<file path="config.mk">
export PLATFORM = sky130hd
export DESIGN_NAME = lj_fifo
export DESIGN_NICKNAME = d
export VERILOG_FILES = /design/src/design/lj_pkg.sv /design/src/design/lj_fifo.sv
export SDC_FILE = /design/constraint.sdc
export NUM_CORES = 1
export LEC_CHECK = 0
export BUFFER_PORTS_ARGS = -buffer_cell sky130_fd_sc_hd__buf_2
export CAP_MARGIN = 20
export CORE_ASPECT_RATIO = 2
export CORE_MARGIN = 3
export CORE_UTILIZATION = 25
export DETAILED_ROUTE_END_ITERATION = 7
export HOLD_SLACK_MARGIN = 0.1
export MAX_ROUTING_LAYER = met4
export PLACE_DENSITY = 0.49
export SYNTH_ARGS = -nofsm -noshare
export SYNTH_HDL_FRONTEND = slang
export SYNTH_SLANG_ARGS = --single-unit
</file>
<file path="constraint.sdc">
create_clock -name clk -period 7.5 [get_ports clk]
set_input_delay 1.5 -clock clk [delete_from_list [all_inputs] [get_ports clk]]
set_output_delay 1.5 -clock clk [all_outputs]
set_load 0.02 [all_outputs]
</file>
<file path="src/design/lj_pkg.sv">
`timescale 1ns / 1ps

package lj_pkg;

    localparam int WIDE_W   = 288;
    localparam int CHUNK_W  = 32;
    localparam int N_CHUNKS = WIDE_W / CHUNK_W;
    localparam int QUO_W    = 49;
    localparam int DIM      = 3;
    localparam int CNT_W    = 6;

    localparam logic [47:0] MAX_POS48 = 48'h7FFF_FFFF_FFFF;
    localparam logic [47:0] MIN_NEG48 = 48'h8000_0000_0000;

    typedef logic [WIDE_W-1:0] wide_t;

    typedef struct packed {
        logic signed [31:0] ax;
        logic signed [31:0] ay;
        logic signed [31:0] az;
        logic signed [31:0] bx;
        logic signed [31:0] by;
        logic signed [31:0] bz;
        logic signed [47:0] lj6;
        logic [46:0]        lj12;
        logic               scaled_14;
    } pair_t;

    typedef struct packed {
        logic signed [47:0] energy;
        logic signed [47:0] grad_x;
        logic signed [47:0] grad_y;
        logic signed [47:0] grad_z;
        logic               in_range;
        logic               saturated;
    } result_t;

    typedef enum logic [1:0] {
        JOB_BEYOND,
        JOB_ZERO,
        JOB_CALC
    } job_kind_t;

    typedef struct packed {
        job_kind_t             kind;
        logic [31:0]           r2;
        logic [DIM-1:0][32:0]  dmag;
        logic [DIM-1:0]        dneg;
        logic [47:0]           mag6;
        logic                  neg6;
        logic [46:0]           lj12;
        logic                  half;
    } job_t;

    // signed sum of a possibly negated a and a non-negative b, as sign and magnitude
    function automatic logic [WIDE_W:0] combine(input logic nega, input wide_t a,
                                                input wide_t b);
        logic [WIDE_W:0] r;
        if (!nega)
            r = {1'b0, a + b};
        else if (a > b)
            r = {1'b1, a - b};
        else
            r = {1'b0, b - a};
        return r;
    endfunction

    // clip a quotient magnitude to the 48-bit signed range; top bit flags a clip
    function automatic logic [48:0] clip48(input logic [QUO_W-1:0] q, input logic neg);
        logic [47:0] lim;
        logic [47:0] v;
        logic        sat;
        lim = neg ? MIN_NEG48 : MAX_POS48;
        sat = q[QUO_W-1] || (q[47:0] > lim);
        v   = sat ? lim : q[47:0];
        return {sat, neg ? (~v + 48'd1) : v};
    endfunction

endpackage

</file>
<file path="src/design/lj_fifo.sv">
`timescale 1ns / 1ps

module lj_fifo #(
    parameter int DEPTH = 4,
    parameter int CW    = $clog2(DEPTH + 1)
) (
    input  logic           clk,
    input  logic           rst_n,
    input  logic           push,
    input  lj_pkg::job_t   wdata,
    input  logic           pop,
    output lj_pkg::job_t   rdata,
    output logic           empty,
    output logic [CW-1:0]  count
);

    localparam int PTR_W = $clog2(DEPTH);

    lj_pkg::job_t    mem_reg [DEPTH];
    logic [PTR_W-1:0] wr_ptr_reg, wr_ptr_next;
    logic [PTR_W-1:0] rd_ptr_reg, rd_ptr_next;
    logic [CW-1:0]    count_reg, count_next;

    always_comb
    begin
        wr_ptr_next = wr_ptr_reg;
        rd_ptr_next = rd_ptr_reg;
        count_next  = count_reg;
        if (push)
        begin
            wr_ptr_next = (wr_ptr_reg == PTR_W'(DEPTH - 1)) ? '0 : wr_ptr_reg + 1'b1;
        end
        if (pop)
        begin
            rd_ptr_next = (rd_ptr_reg == PTR_W'(DEPTH - 1)) ? '0 : rd_ptr_reg + 1'b1;
        end
        if (push && !pop)
        begin
            count_next = count_reg + 1'b1;
        end
        else if (pop && !push)
        begin
            count_next = count_reg - 1'b1;
        end
    end

    always_ff @(posedge clk or negedge rst_n)
    begin
        if (!rst_n)
        begin
            wr_ptr_reg <= '0;
            rd_ptr_reg <= '0;
            count_reg  <= '0;
        end
        else
        begin
            wr_ptr_reg <= wr_ptr_next;
            rd_ptr_reg <= rd_ptr_next;
            count_reg  <= count_next;
        end
    end

    always_ff @(posedge clk)
    begin
        if (push)
        begin
            mem_reg[wr_ptr_reg] <= wdata;
        end
    end

    assign rdata = mem_reg[rd_ptr_reg];
    assign empty = (count_reg == '0);
    assign count = count_reg;

endmodule

</file>
==> qor.txt <==
Final-layout worst hold slack - 0.5332 ns
Share of synthesized cell area in full adder, half adder and majority cells - 0.2797%
Violation count after the first detailed-route iteration - 866
Maximum frequency from static timing analysis - 222.6 MHz
Wire length of the first global-routing pass - 113.3 mm
Worst setup EP type - output port
Total die area - 140,700 µm²
Number of distinct library cell variants in the gate-level netlist after synthesis - 18
Number of max-cap violations - 0
Count of state elements after synthesis - 939
Xor and xnor area share after synthesis - 0.07727%
Unrepaired setup endpoints after global routing - no
Flip-flop count of the largest register after layout - 932
Combined area of all synthesized cells - 34,000 µm²
Antenna viol nets, final - 0
Worst clock skew - 0.01627 ns
Fraction of layout instances using a drive strength above 1 - 46.54%
TritonCTS clock tree - built
Signed area change from the synthesized netlist to the final layout - 21.61%
# resized after CTS - 0
Total nets after synthesis - 1,497
Die Height - 527.6 µm
Worst voltage drop across the vdd grid - 300.6 µV
Post-synthesis share of cell area spent on and, or, nand and nor gates - 0.1435%
Worst min path class - flip-flop to flip-flop
Buffers added on ports - 473
Via count of the first global-routing pass - 16.95k
Vias after detailed routing - 15.07k
Htree depth - 3
Overflow left after global routing - 0
Total setup violations reported at the end of the flow - 0
Leakage - 13.61 nW
Aggregate negative setup slack - 0 ns
Drt pass-1 iters - 4
Initial antenna violation count - 34
Pin slew with the least headroom to its limit - 0.9560 ns
I/O pin count - 474
Post-DR wirelength/cell - 21.21 µm
Clock slew at reported path FFs - 0.07 ns
Hold-fix buffers, CTS - 0
Routability cong. - 0.6785
Final hold violations - 0
Final critical-path share of the clock period - 59.89%
Number of rows in the core area - 190
Dominant combinational cell family by area after synthesis - multiplexers
Sinks on Clock Net - 939
Launching element type of the critical path - flip-flop
Later-pin clock latency in the skew report - 0.66 ns
Count of mapped cells out of synthesis - 1,253
Maximum count of clock buffers along a single path - 3
Area of the placeable core - 134,600 µm²
Count of unresolved DRC violations after routing - 0
Nets@finish - 2,028
Starting Density - 25.27%
Post-layout min period - 4.492 ns
Setup Crit Path Kind - flip-flop to output port
DPL Wire Length - 47.22 mm
Pwr per Cell Area - 397.6 nW/µm²
Width of the chip - 266.8 µm
Root Buffer Master - clkbuf_16
Vias per inst - 4.175
Sequential fraction of the synthesis area - 82.82%
Max_slew headroom - 36.26%
Buffers inserted during post-CTS setup optimization - 0
Arrival @ worst endpoint - 2.99 ns
Data required time of the critical path - 6.00 ns
CTS Buf Count - 86
Post-Syn Area per Cell - 27.14 µm²
Largest net degree at the start of global routing - 101
Maximum fanout along the worst path - 100
Status - finished clean
Total routing usage reported by global routing - 11.18%
Number of slew-limit violations in the final report - 0
Share of cell area taken by muxes after synthesis - 15.53%
Count of synthesis-stage warnings from yosys - 0
Final wirelength - 76.58 mm
Synthesized-area fraction occupied by ao, oa, aoi and oai cells - 0.02944%
[layout by cell type, fill, tap and decap left out, drive strengths merged]
| cell type | n |
|---|---|
| xor2 | 2 |
| clkinv | 34 |
| nor2 | 3 |
| diode | 30 |
| inv | 10 |
| bufinv | 9 |
| mux4 | 233 |
| and2 | 4 |
| buf | 495 |
| ha | 6 |
| dfrtp | 7 |
| clkinvlp | 2 |
| clkbuf | 105 |
| nor3 | 1 |
| edfxtp | 932 |
| fa | 1 |
| xnor2 | 1 |
| mux2 | 3 |
| o21ai | 2 |
| nand2 | 2 |
[stage by stage]
stage | util (%) | worst slack (ns) | std cells | area, µm² | power [mW]
after global placement | 28.58 | 3.704 | 3424 | 38450 | 12.28
after global routing | 30.73 | 2.834 | 3608 | 41350 | 17.30
final | 30.73 | 3.008 | 3610 | 41350 | 16.44
after floorplan | - | 0.1049 | 1253 | 34000 | 10.69
after detailed placement | 28.58 | 3.662 | 3424 | 38450 | 12.35
after CTS | 30.68 | 2.893 | 3580 | 41280 | 16.85
[cell families (layout without fill, tap and decap cells)]
group	Yosys count	after routing
DFF	939	939
muxes	236	236
buffers and inverters	56	655
and+or+nand+nor	10	10
adders and majority gates	7	7
xor gates and xnor gates	3	3
AOI/OAI and AO/OA	2	2
other	0	30
[metal layers]
metal	track usage (%)	vias to the layer above	wire length, µm
li1	-	6556	-
met1	12.08	7943	28920
met2	18.71	477	39000
met3	4.422	96	6976
met4	3.769	0	1683
met5	-	-	0
[cell usage after synthesis, drive strengths merged]
cell,n,area [µm²]
and2,4,25.02
buf,46,341.6
clkbuf,6,22.52
dfrtp,7,175.2
edfxtp,932,27990
fa,1,20.02
ha,6,75.07
inv,4,15.01
mux2,3,33.78
mux4,233,5248
nand2,2,7.510
nor2,3,11.26
nor3,1,5.000
o21ai,2,10.01
xnor2,1,8.760
xor2,2,17.52
[power breakdown]
part           internal [mW]  switching [mW]  total (mW)  leakage, nW
clock network           2.50            1.91        4.41         1.38
logic                   1.96            3.11        5.07         3.59
registers               6.72           0.242        6.96         8.64
total                   11.2            5.27        16.4         13.6
[worst max-delay path: stages, from the launching register on]
cell	delay, ns
dfrtp_4	0.88
buf_12	0.45
mux4_2	0.42
buf_2	0.19
[final timing paths]
path                               start         endpoint  slack (ns)  cells past startpoint
hold / removal                  count[2]         count[2]        0.53                      1
min in group asynchronous          rst_n         count[1]        0.72                      1
hold reg to reg                 count[2]         count[2]        0.53                      1
setup reg to reg           wr_ptr_reg[1]  mem_reg[1][128]        4.90                      5
max in group asynchronous          rst_n    rd_ptr_reg[0]        6.54                      1
setup / recovery           rd_ptr_reg[1]       rdata[200]        3.01                      3
[layout make-up]
type / count / area (µm²)
tap: 1728 / 2162
clock inverter: 51 / 539.3
fill: 13030 / 93200
antenna: 30 / 75.07
inverter: 4 / 15.01
multi-input combinational: 258 / 5472
sequential: 939 / 28170
timing repair buffer: 495 / 2633
clock buffer: 105 / 2287
Power figures use the tool's default switching activity.
